==> src/gbar_pkg.sv <==
// Package for the grid box-average restriction block.
// Holds default sizes, field widths, register indexes, state codes and the
// command and status structs shared by the controller and the datapath.
package gbar_pkg;

  localparam int FINE_DIM_DEF    = 32;
  localparam int MAX_BLOCK_DEF   = 8;
  localparam int SAMPLE_BITS_DEF = 24;

  localparam int POS_W     = 5;
  localparam int IN_SMP_W  = 24;
  localparam int AVG_W     = 24;
  localparam int COUNT_W   = 10;
  localparam int FACTOR_W  = 4;
  localparam int SIZE_W    = 6;
  localparam int CFG_IDX_W = 3;
  localparam int CFG_DATA_W = 6;

  localparam logic KIND_WRITE   = 1'b0;
  localparam logic KIND_REQUEST = 1'b1;

  localparam logic [FACTOR_W-1:0] BLOCK_FACTOR_RST = 4'd8;
  localparam logic [FACTOR_W-1:0] OFFSET_RST       = 4'd0;
  localparam logic [SIZE_W-1:0]   FINE_SIZE_RST    = 6'd32;

  typedef enum logic [CFG_IDX_W-1:0] {
    CFG_BLOCK_FACTOR = 3'd0,
    CFG_OFFSET_X     = 3'd1,
    CFG_OFFSET_Y     = 3'd2,
    CFG_OFFSET_Z     = 3'd3,
    CFG_FINE_SIZE_X  = 3'd4,
    CFG_FINE_SIZE_Y  = 3'd5,
    CFG_FINE_SIZE_Z  = 3'd6
  } cfg_idx_t;

  typedef enum logic [6:0] {
    S_IDLE  = 7'b0000001,
    S_WIN   = 7'b0000010,
    S_SCAN  = 7'b0000100,
    S_DRAIN = 7'b0001000,
    S_DLOAD = 7'b0010000,
    S_DIV   = 7'b0100000,
    S_HOLD  = 7'b1000000
  } state_t;

  typedef struct packed {
    logic wr;
    logic cap;
    logic win;
    logic scan;
    logic div_load;
    logic div_step;
    logic load_out;
  } cmd_t;

  typedef struct packed {
    logic empty;
    logic scan_last;
    logic div_last;
    logic out_free;
  } sts_t;

endpackage

==> src/gbar_ctrl.sv <==
// Controller of the grid box-average restriction block.
// One-hot state machine that sequences window setup, scan, division and
// result hand-off; uses the state, command and status types of gbar_pkg.
module gbar_ctrl (
  input  logic            clk,
  input  logic            rst_n,
  input  logic            in_valid,
  input  logic            in_kind,
  output logic            in_ready,
  input  gbar_pkg::sts_t  sts,
  output gbar_pkg::cmd_t  cmd
);

  gbar_pkg::state_t state_r, state_nxt;
  logic             take;

  assign in_ready = (state_r == gbar_pkg::S_IDLE);
  assign take     = in_valid && in_ready;

  always_comb begin
    state_nxt = state_r;
    case (state_r)
      gbar_pkg::S_IDLE: begin
        if (take && (in_kind == gbar_pkg::KIND_REQUEST)) state_nxt = gbar_pkg::S_WIN;
      end
      gbar_pkg::S_WIN: begin
        state_nxt = sts.empty ? gbar_pkg::S_DLOAD : gbar_pkg::S_SCAN;
      end
      gbar_pkg::S_SCAN: begin
        if (sts.scan_last) state_nxt = gbar_pkg::S_DRAIN;
      end
      gbar_pkg::S_DRAIN: state_nxt = gbar_pkg::S_DLOAD;
      gbar_pkg::S_DLOAD: state_nxt = gbar_pkg::S_DIV;
      gbar_pkg::S_DIV: begin
        if (sts.div_last) state_nxt = gbar_pkg::S_HOLD;
      end
      gbar_pkg::S_HOLD: begin
        if (sts.out_free) state_nxt = gbar_pkg::S_IDLE;
      end
      default: state_nxt = gbar_pkg::S_IDLE;
    endcase
  end

  always_ff @(posedge clk) begin
    if (!rst_n) begin
      state_r <= gbar_pkg::S_IDLE;
    end else begin
      state_r <= state_nxt;
    end
  end

  always_comb begin
    cmd          = '0;
    cmd.wr       = take && (in_kind == gbar_pkg::KIND_WRITE);
    cmd.cap      = take && (in_kind == gbar_pkg::KIND_REQUEST);
    cmd.win      = (state_r == gbar_pkg::S_WIN);
    cmd.scan     = (state_r == gbar_pkg::S_SCAN);
    cmd.div_load = (state_r == gbar_pkg::S_DLOAD);
    cmd.div_step = (state_r == gbar_pkg::S_DIV);
    cmd.load_out = (state_r == gbar_pkg::S_HOLD) && sts.out_free;
  end

endmodule

==> config.mk <==
export PLATFORM = sky130hd
export DESIGN_NAME = gbar_ctrl
export DESIGN_NICKNAME = d
export VERILOG_FILES = /design/src/gbar_pkg.sv /design/src/gbar_ctrl.sv
export SDC_FILE = /design/constraint.sdc
export NUM_CORES = 1
export LEC_CHECK = 0
export ABC_CLOCK_PERIOD_IN_PS = 1800
export BUFFER_PORTS_ARGS = -buffer_cell sky130_fd_sc_hd__buf_4
export CAP_MARGIN = 0
export CORE_AREA = 5 5 42 44
export CTS_BUF_LIST = sky130_fd_sc_hd__clkbuf_8
export DETAILED_ROUTE_END_ITERATION = 10
export DIE_AREA = 0 0 47 49
export GPL_ROUTABILITY_DRIVEN = 0
export SLEW_MARGIN = 20
export SYNTH_ARGS = -nofsm -noshare
export SYNTH_HDL_FRONTEND = slang
export SYNTH_SLANG_ARGS = --single-unit
export TNS_END_PERCENT = 100
==> constraint.sdc <==
create_clock -name clk -period 1.8 [get_ports clk]
set_input_delay 0.09 -clock clk [delete_from_list [all_inputs] [get_ports clk]]
set_output_delay 0.09 -clock clk [all_outputs]
set_load 0.01 [all_outputs]
==> results.yml, run 1 <==
status:
  outcome: "completed"
worst_setup_path:
  path_max_fanout: 4
  cpMaxStageDelayCell: "or4_4"
  worstPathCellList: "or4_4 -> nor4b_4 -> buf_4"
  timing.setup.critical_path_class: "register to output pin"
  slowest_delay_ps: 580
  critical-path-top-delay-family: "simple AND/OR/NAND/NOR gates"
  critPathLaunchType: "register"
  worst-path-buf-inv: 1
  crit_path_end_kind: "output pin"
  worstPathRequired_ps: 1710
  worstPathArrival_ps: 1620
drt:
  drc_errors: 0
  drt_first_pass_iters: 4
  routed_wl_per_cell_um: 13.0
  num_vias: 491
  drt_wl_total_mm: 1.17
  detailedRoute.firstIterationViolations: 4
  detail_route.vias_per_cell: 5.46
  final_antenna_net_count: 0
timing:
  worst_clock_skew_ps: 0.495
  max_slew.worst_pin.slew_ps: 412
  period_needed_ps: 1710
  final_layout_setup_total_negative_slack_ps: 0
  setup_repair_after_global_routing_missed_its_margin: "no"
  maxClockFrequency_mhz: 585
  hold_viol: 0
  timing.hold.ws_ps: 93.1
  timing.max_slew.rel_slack_pct: 72.5
  final_setup_fails: 0
  finalMaxSlewViolations: 0
  min_period_over_period_pct: 95.0
layout:
  fill_cells: 147
  diodes_inserted: 0
  reg_top3: "state_r x7"
  total_area_of_multi_input_combinational_cells_um2: 308
  seqCellArea_um2: 140
  drive_above_1_share_pct: 33.8
  largest_register_ff_count: 7
  regMostFlops: "state_r"
  final_core_util_pct: 47.1
  layout.nets: 83
  area.growth.synth_to_final_pct: 42.4
  post_layout_nonfiller_instances: 90
placed_design:
  post-dp-hpwl_um: 889
  place_inst: 86
  portBuffers: 15
synthesis:
  yosysMostFrequentCell: "dfxtp_1"
  syn-num-nets: 63
  synth.largest_area_cell: "dfxtp_1"
  post_synth.cell_area_avg_um2: 8.42
  netlist_top_cells_area: "dfxtp_1 (30%), nor4b_2 (6.5%), or4_4 (4.9%)"
  asyncSetResetFlopFracSynth_pct: 0
  ys_dominant_reg_cell: "dfxtp_1"
  synth_top_cells_by_count: "dfxtp_1 (7), nand2_1 (5), nor3_1 (4)"
  syn-instance-count: 55
  synth_top_cell_area_share_pct: 30.3
  synthesized_cell_area_um2: 463
  yosysWarnings: 0
  ys_seq_elements: 7
  number_of_enable_type_register_cells_in_the_synthesized_netlist: 0
  synth_cell_type_count: 28
  synth-seq-area-share_pct: 30.3
grt:
  grt_usage_pct: 11.5
  number_of_global_route_vias_before_repair: 450
  grt_pass1_wl_mm: 1.88
  antenna_found_initial: 0
  grt_max_degree: 13
  grt-ovfl-total: 0
floorplanning:
  placement_rows: 14
  initial_utilization_pct: 33.0
  boundaryPins: 16
  die_w_um: 47
  core_um2: 1400
  design.die.area_um2: 2300
  fp.dieH_um: 49
clock_tree:
  clock_insertion_delay_worst_skew_ps: 230
  htreeDepth: 1
  ctsLongestPathBuffers: 2
  clock-root-buffer: "clkbuf_8"
  postCtsHoldBufs: 0
  cts_tree: "done"
  cts.sinks: 7
  post-cts-setup-buffer-count: 0
  clock_input_transition_at_the_sequential_cells_of_the_worst_setup_and_hold_paths_ps: 40
  cts_buffers: 3
pwr:
  p_per_area_nw_per_um2: 714
  p_leak_nw: 0.283
  overall_power_consumption_mw: 0.471
  vdd_ir_drop_max_uv: 392
job:
  drv_cap: 0
worst_hold_path:
  hold_class: "input port to register"
==> what timing repair did <==
action                                  CTS  global route
endpoints found under the setup margin    0             1
hold endpoints to repair                  0             0
gates resized for setup                   0             1
==> worst paths after layout <==
path	start	endpoint	slack, ps	cells past startpoint
worst max-delay path	state_r[4]	cmd[3]	90	3
worst min register to register	state_r[3]	state_r[5]	550	2
worst max register to register	state_r[6]	state_r[0]	120	4
worst min-delay path	sts[2]	state_r[3]	90	2
==> cells by family after synthesis <==
logic type             after synthesis  share of synthesized area (%)
XOR/XNOR                             1                           1.89
multiplexers                         1                           2.16
AO/OA/AOI/OAI                       11                           17.3
flip-flops                           7                           30.3
AND/OR/NAND/NOR                     29                           43.2
buffers and inverters                6                           5.13
==> area by class of cell <==
cell class	count	area share [%]
Clock buffer	3	6.26
Clock inverter	1	0.569
Inverter	3	1.71
Multi-Input combinational cell	42	46.7
Sequential cell	7	21.3
Tap cell	16	3.04
Timing Repair Buffer	18	20.5
==> power breakdown <==
part	switching [mW]	total, mW	internal, mW
registers	0.00478	0.164	0.160
logic	0.0389	0.0831	0.0441
clock network	0.0755	0.224	0.148
total	0.119	0.471	0.352
==> metrics by stage <==
step	setup slack [ps]	cell area [um^2]
6_report	90.9	659
5_1_grt	15.1	659
2_1_floorplan	122	463
4_1_cts	11.6	651
3_5_place_dp	140	606
3_3_place_gp	147	606
==> layout by cell type (no fill, tap or decap), drive strengths merged <==
| master | n |
|---|---|
| a2111o | 1 |
| a211oi | 1 |
| a21boi | 1 |
| a22o | 1 |
| a31oi | 1 |
| and2 | 2 |
| and3 | 3 |
| and3b | 1 |
| and4 | 1 |
| buf | 18 |
| clkbuf | 3 |
| dfxtp | 7 |
| inv | 4 |
| mux2i | 1 |
| nand2 | 5 |
| nand2b | 2 |
| nor2 | 2 |
| nor3 | 4 |
| nor3b | 1 |
| nor4b | 4 |
| o211ai | 2 |
| o21ai | 3 |
| o311ai | 1 |
| or4 | 4 |
| xor2 | 1 |
==> routing by layer <==
metal / up-vias / track usage (%) / routed length (um)
li1: 247 / - / -
met1: 225 / 14.9 / 557
met2: 15 / 14.0 / 483
met3: 4 / 5.90 / 91
met4: 0 / 8.29 / 34
met5: - / 0 / 0
Power figures use the tool's default switching activity.
==> run 2: changes to the inputs <==
==> constraint.sdc (replaced) <==
create_clock -name clk -period 1.8 [get_ports clk]
set_input_delay 0.09 -clock clk [delete_from_list [all_inputs] [get_ports clk]]
set_output_delay 0.09 -clock clk [all_outputs]
set_load 0.02 [all_outputs]
==> results.yml, run 2 (same netlist as run 1, synthesis figures left out) <==
status:
  outcome: "completed"
worst_setup_path:
  rrSetupSlack_ps: 100
  setup.worst_path.end: "cmd[3]"
  critPathLaunchType: "register"
  worstPathArrival_ps: 1640
  crit_start: "state_r[0]"
  path_max_fanout: 4
  timing.setup.critical_path_class: "register to output pin"
  ff2ff_path_depth: 4
  worstReg2RegStart: "state_r[6]"
  crit_path_end_kind: "output pin"
  worstPathRequired_ps: 1710
  timing.rr.end: "state_r[0]"
job:
  drv_cap: 0
drt:
  drc_errors: 0
  final_antenna_net_count: 0
  drt_wl_total_mm: 1.23
  detail_route.vias_per_cell: 5.42
  detailedRoute.firstIterationViolations: 5
  routed_wl_per_cell_um: 13.5
  num_vias: 493
  drt_first_pass_iters: 4
placed_design:
  pre_cts_slack_ps: 114
  post-dp-hpwl_um: 885
  portBuffers: 15
layout:
  area.growth.synth_to_final_pct: 46.2
  layout.nets: 84
  mostFrequentLayoutCells: "buf_4 (18), dfxtp_1 (6), nand2_1 (5)"
  reg_top3: "state_r x7"
  largest_register_ff_count: 7
  regMostFlops: "state_r"
  diodes_inserted: 0
  mostFrequentLayoutCell: "buf_4"
  drive_above_1_share_pct: 37.3
  fill_cells: 139
grt:
  grt_usage_pct: 11.2
  grt_max_degree: 13
  grt-ovfl-total: 0
  antenna_found_initial: 0
  grt_pass1_wl_mm: 1.87
  number_of_global_route_vias_before_repair: 454
floorplanning:
  placement_rows: 14
  die_w_um: 47
  core_um2: 1400
  design.die.area_um2: 2300
  fp.dieH_um: 49
  initial_utilization_pct: 33.0
  boundaryPins: 16
timing:
  final_setup_fails: 0
  finalMaxSlewViolations: 0
  final_layout_setup_total_negative_slack_ps: 0
  min_period_over_period_pct: 96.2
  setup_repair_after_global_routing_missed_its_margin: "no"
  maxClockFrequency_mhz: 578
  hold_viol: 0
  worst_clock_skew_ps: 1.60
  period_needed_ps: 1730
  postLayoutSetupSlackWorst_ps: 69.2
  timing.max_slew.rel_slack_pct: 69.9
  max_slew.worst_pin.slew_ps: 451
pwr:
  switching_share_pct: 26.6
  vdd_ir_drop_max_uv: 457
  p_leak_nw: 0.290
  sequentialPowerShare_pct: 33.7
  clock_power_share_pct: 46.2
  power_report.internal_total_mw: 0.357
  net-switching-power_mw: 0.129
  comb_power_share_pct: 20.1
  p_per_area_nw_per_um2: 719
clock_tree:
  post-cts-setup-buffer-count: 0
  htreeDepth: 1
  cts_buffers: 3
  ctsLongestPathBuffers: 2
  clock-root-buffer: "clkbuf_8"
  clock_input_transition_at_the_sequential_cells_of_the_worst_setup_and_hold_paths_ps: 40
  cts.sinks: 7
  cts_tree: "done"
  clock_insertion_delay_worst_skew_ps: 230
worst_hold_path:
  whs_path_depth: 2
  hold_class: "input port to register"
## run 2: cell count changes in the layout (fill, tap and decap cells not counted)
cell,delta
dfxtp_1,-1
nor3_2,+1
dfxtp_2,+1
buf_6,+1
nor3_1,-1
## run 2: area by class of cell
class	count	area, um^2	share of cell area (%)
Timing Repair Buffer	19	146	21.6
Sequential cell	7	141	20.9
Tap cell	16	20.0	2.96
Inverter	3	11.3	1.66
Clock inverter	1	3.75	0.555
Multi-Input combinational cell	42	313	46.2
Clock buffer	3	41.3	6.10
## run 2: routing by layer
metal	vias up	track usage (%)	routed length (um)
met5	-	0	0
met3	2	6.64	107
met1	219	14.2	596
met4	0	3.69	11
li1	249	-	-
met2	23	15.4	513
## run 2: metrics by stage
step / instance area, um^2 / cells / total power [mW] / utilization (%) / hold slack [ps]
final: 677 / 91 / 0.486 / 48.3 / 97.8
after global routing: 677 / 91 / 0.505 / 48.3 / 105
after CTS: 672 / 91 / 0.487 / 47.9 / 95.9
after detailed placement: 627 / 87 / 0.261 / 44.7 / 335
after global placement: 627 / 87 / 0.261 / 44.7 / 333
after floorplan: 477 / 55 / 0.220 / - / 168
## run 2: how the worst min path moves through the flow
stage	startpoint	to
floorplan	rst_n	state_r[0]
global placement	rst_n	state_r[0]
detailed placement	rst_n	state_r[0]
CTS	rst_n	state_r[0]
global route	rst_n	state_r[0]
finish	rst_n	state_r[0]
## run 2: power groups by stage
stage | Sequential, mW | Combinational, mW | Clock (mW)
2_1_floorplan | 0.163 | 0.0570 | 0
3_3_place_gp | 0.165 | 0.0956 | 0
3_5_place_dp | 0.166 | 0.0951 | 0
4_1_cts | 0.163 | 0.0956 | 0.228
5_1_grt | 0.164 | 0.105 | 0.235
6_report | 0.164 | 0.0977 | 0.225
## run 2: what timing repair did
| item | in CTS | in global routing |
|---|---|---|
| gates resized for setup | 0 | 2 |
| hold buffers | 0 | 0 |
| endpoints found under the setup margin | 0 | 1 |
## run 2: critical path, cell delays in order, from the launching register on
cell and delay [ps]:
dfxtp_2 330, buf_6 120, or4_4 460, nor4b_4 310
buf_4 190
==> run 3: changes to the inputs <==
--- a/config.mk
+++ b/config.mk
@@ -6,13 +6,14 @@
 export NUM_CORES = 1
 export LEC_CHECK = 0
 export ABC_CLOCK_PERIOD_IN_PS = 1800
-export BUFFER_PORTS_ARGS = -buffer_cell sky130_fd_sc_hd__buf_4
 export CAP_MARGIN = 0
 export CORE_AREA = 5 5 42 44
 export CTS_BUF_LIST = sky130_fd_sc_hd__clkbuf_8
 export DETAILED_ROUTE_END_ITERATION = 10
 export DIE_AREA = 0 0 47 49
+export DONT_BUFFER_PORTS = 1
 export GPL_ROUTABILITY_DRIVEN = 0
+export GPL_TIMING_DRIVEN = 0
 export SLEW_MARGIN = 20
 export SYNTH_ARGS = -nofsm -noshare
 export SYNTH_HDL_FRONTEND = slang
==> results.yml, run 3 (same netlist as run 1, synthesis figures left out) <==
placed_design:
  portBuffers: 0
  post-dp-hpwl_um: 783
  pre_cts_slack_ps: -72.1
  place_area_um2: 497
worst_hold_path:
  whs_path_depth: 1
  hold_class: "input port to register"
  worstHoldStart: "rst_n"
  min_to: "state_r[4]"
timing:
  maxClockFrequency_mhz: 565
  worst_clock_skew_ps: 2.68
  postLayoutSetupSlackWorst_ps: 30.1
  finalMaxSlewViolations: 0
  final_setup_fails: 0
  period_needed_ps: 1770
  min_period_over_period_pct: 98.3
  timing.max_slew.rel_slack_pct: 62.5
  setup_repair_after_global_routing_missed_its_margin: "yes"
  hold_viol: 0
  max_slew.worst_pin.slew_ps: 563
worst_setup_path:
  crit_path_end_kind: "register"
  critical-path-top-delay-family: "simple AND/OR/NAND/NOR gates"
  worst-path-buf-inv: 0
  slowest_delay_ps: 580
  critPathLaunchType: "register"
  worstPathCellList: "or4_4 -> or4_1 -> o21ai_1 -> o311ai_1"
  ff2ff_path_depth: 4
  worstReg2RegStart: "state_r[3]"
  path_max_fanout: 7
  cpMaxStageDelayCell: "or4_4"
  path_depth: 4
  worstPathArrival_ps: 1860
  timing.setup.critical_path_class: "register to register"
  rrSetupSlack_ps: 30
  timing.rr.end: "state_r[0]"
  worstPathRequired_ps: 1890
drt:
  drt_first_pass_iters: 1
  wl_met3_um: 119
  wl_met1_um: 466
  maxUsedRoutingLayer: "met4"
  num_vias: 422
  drt_wl_total_mm: 1.10
  drc_errors: 0
  routed_wl_per_cell_um: 14.5
  final_antenna_net_count: 0
  detail_route.vias_per_cell: 5.55
  met2RoutedLength_um: 496
  detailedRoute.firstIterationViolations: 0
floorplanning:
  fp.dieH_um: 49
  boundaryPins: 16
  design.die.area_um2: 2300
  die_w_um: 47
  placement_rows: 14
  initial_utilization_pct: 33.0
  core_um2: 1400
clock_tree:
  post-cts-setup-buffer-count: 0
  cts_tree: "done"
  clock-root-buffer: "clkbuf_8"
  clock_insertion_delay_worst_skew_ps: 230
  cts_buffers: 3
  cts.sinks: 7
  ctsLongestPathBuffers: 2
  clock_input_transition_at_the_sequential_cells_of_the_worst_setup_and_hold_paths_ps: 40
  htreeDepth: 1
grt:
  antenna_found_initial: 0
  grt_usage_pct: 11.7
  grt-ovfl-total: 0
  grt_max_degree: 11
  grt_pass1_wl_mm: 1.92
  number_of_global_route_vias_before_repair: 433
layout:
  mostFrequentLayoutCell: "nand2_1"
  final_core_util_pct: 42.8
  final_design_area_no_fill_um2: 599
  reg_top3: "state_r x7"
  regMostFlops: "state_r"
  diodes_inserted: 0
  area.growth.synth_to_final_pct: 29.5
  mostFrequentLayoutCells: "nand2_1 (5), inv_1 (4), dfxtp_1 (4)"
  layout.nets: 69
  drive_above_1_share_pct: 23.3
  largest_register_ff_count: 7
pwr:
  vdd_ir_drop_max_uv: 723
  overall_power_consumption_mw: 0.448
  p_per_area_nw_per_um2: 748
  p_leak_nw: 0.216
status:
  outcome: "completed"
job:
  drv_cap: 0
## run 3: cell count changes in the layout (fill, tap and decap cells not counted), sizes merged
cell and delta:
clkbuf +1, dlygate4sd3 +3, buf -19
## run 3: through the flow
stage          hold WS (ps)  instances  TNS [ps]
3_5_place_dp            176         71     -93.3
5_1_grt                4.19         76     -74.3
2_1_floorplan           168         55         0
6_report               10.3         76         0
4_1_cts                8.26         75         0
3_3_place_gp            181         71      -122
## run 3: layout make-up
class | count | area [um^2]
fillers | 151 | 802
multi-input cells | 42 | 343
flip-flops and latches | 7 | 146
clock buffers | 3 | 41.3
repair buffers | 3 | 30.0
well taps | 16 | 20.0
inverters | 3 | 11.3
clock inverters | 1 | 3.75
plain buffers | 1 | 3.75
## run 3: worst max-delay path by stage
stage               start  slack, ps    endpoint
2_1_floorplan  state_r[0]         40  state_r[2]
3_3_place_gp   state_r[0]        -70  state_r[2]
3_5_place_dp   state_r[0]        -70  state_r[2]
4_1_cts        state_r[0]          2  state_r[2]
5_1_grt        state_r[4]        -40  state_r[2]
6_report       state_r[3]         30  state_r[0]
## run 3: what timing repair did
item | in CTS | in global routing
pin swaps | 0 | 1
hold endpoints to repair | 4 | 1
endpoints found under the setup margin | 7 | 4
hold buffers | 1 | 2
gates resized for setup | 5 | 4
## run 3: report_power, final
part           switching (mW)  total [mW]  internal, mW  leakage [nW]
Sequential             0.0105       0.169         0.159        0.0578
Clock                  0.0660       0.213         0.147        0.0269
Combinational          0.0365      0.0657        0.0292         0.131
## run 3: metal layers
layer  vias to the layer above  GRT usage (%)
met3                         2           8.86
li1                        219              -
met5                         -              0
met2                        17           14.7
met1                       184           14.3
met4                         0           5.53
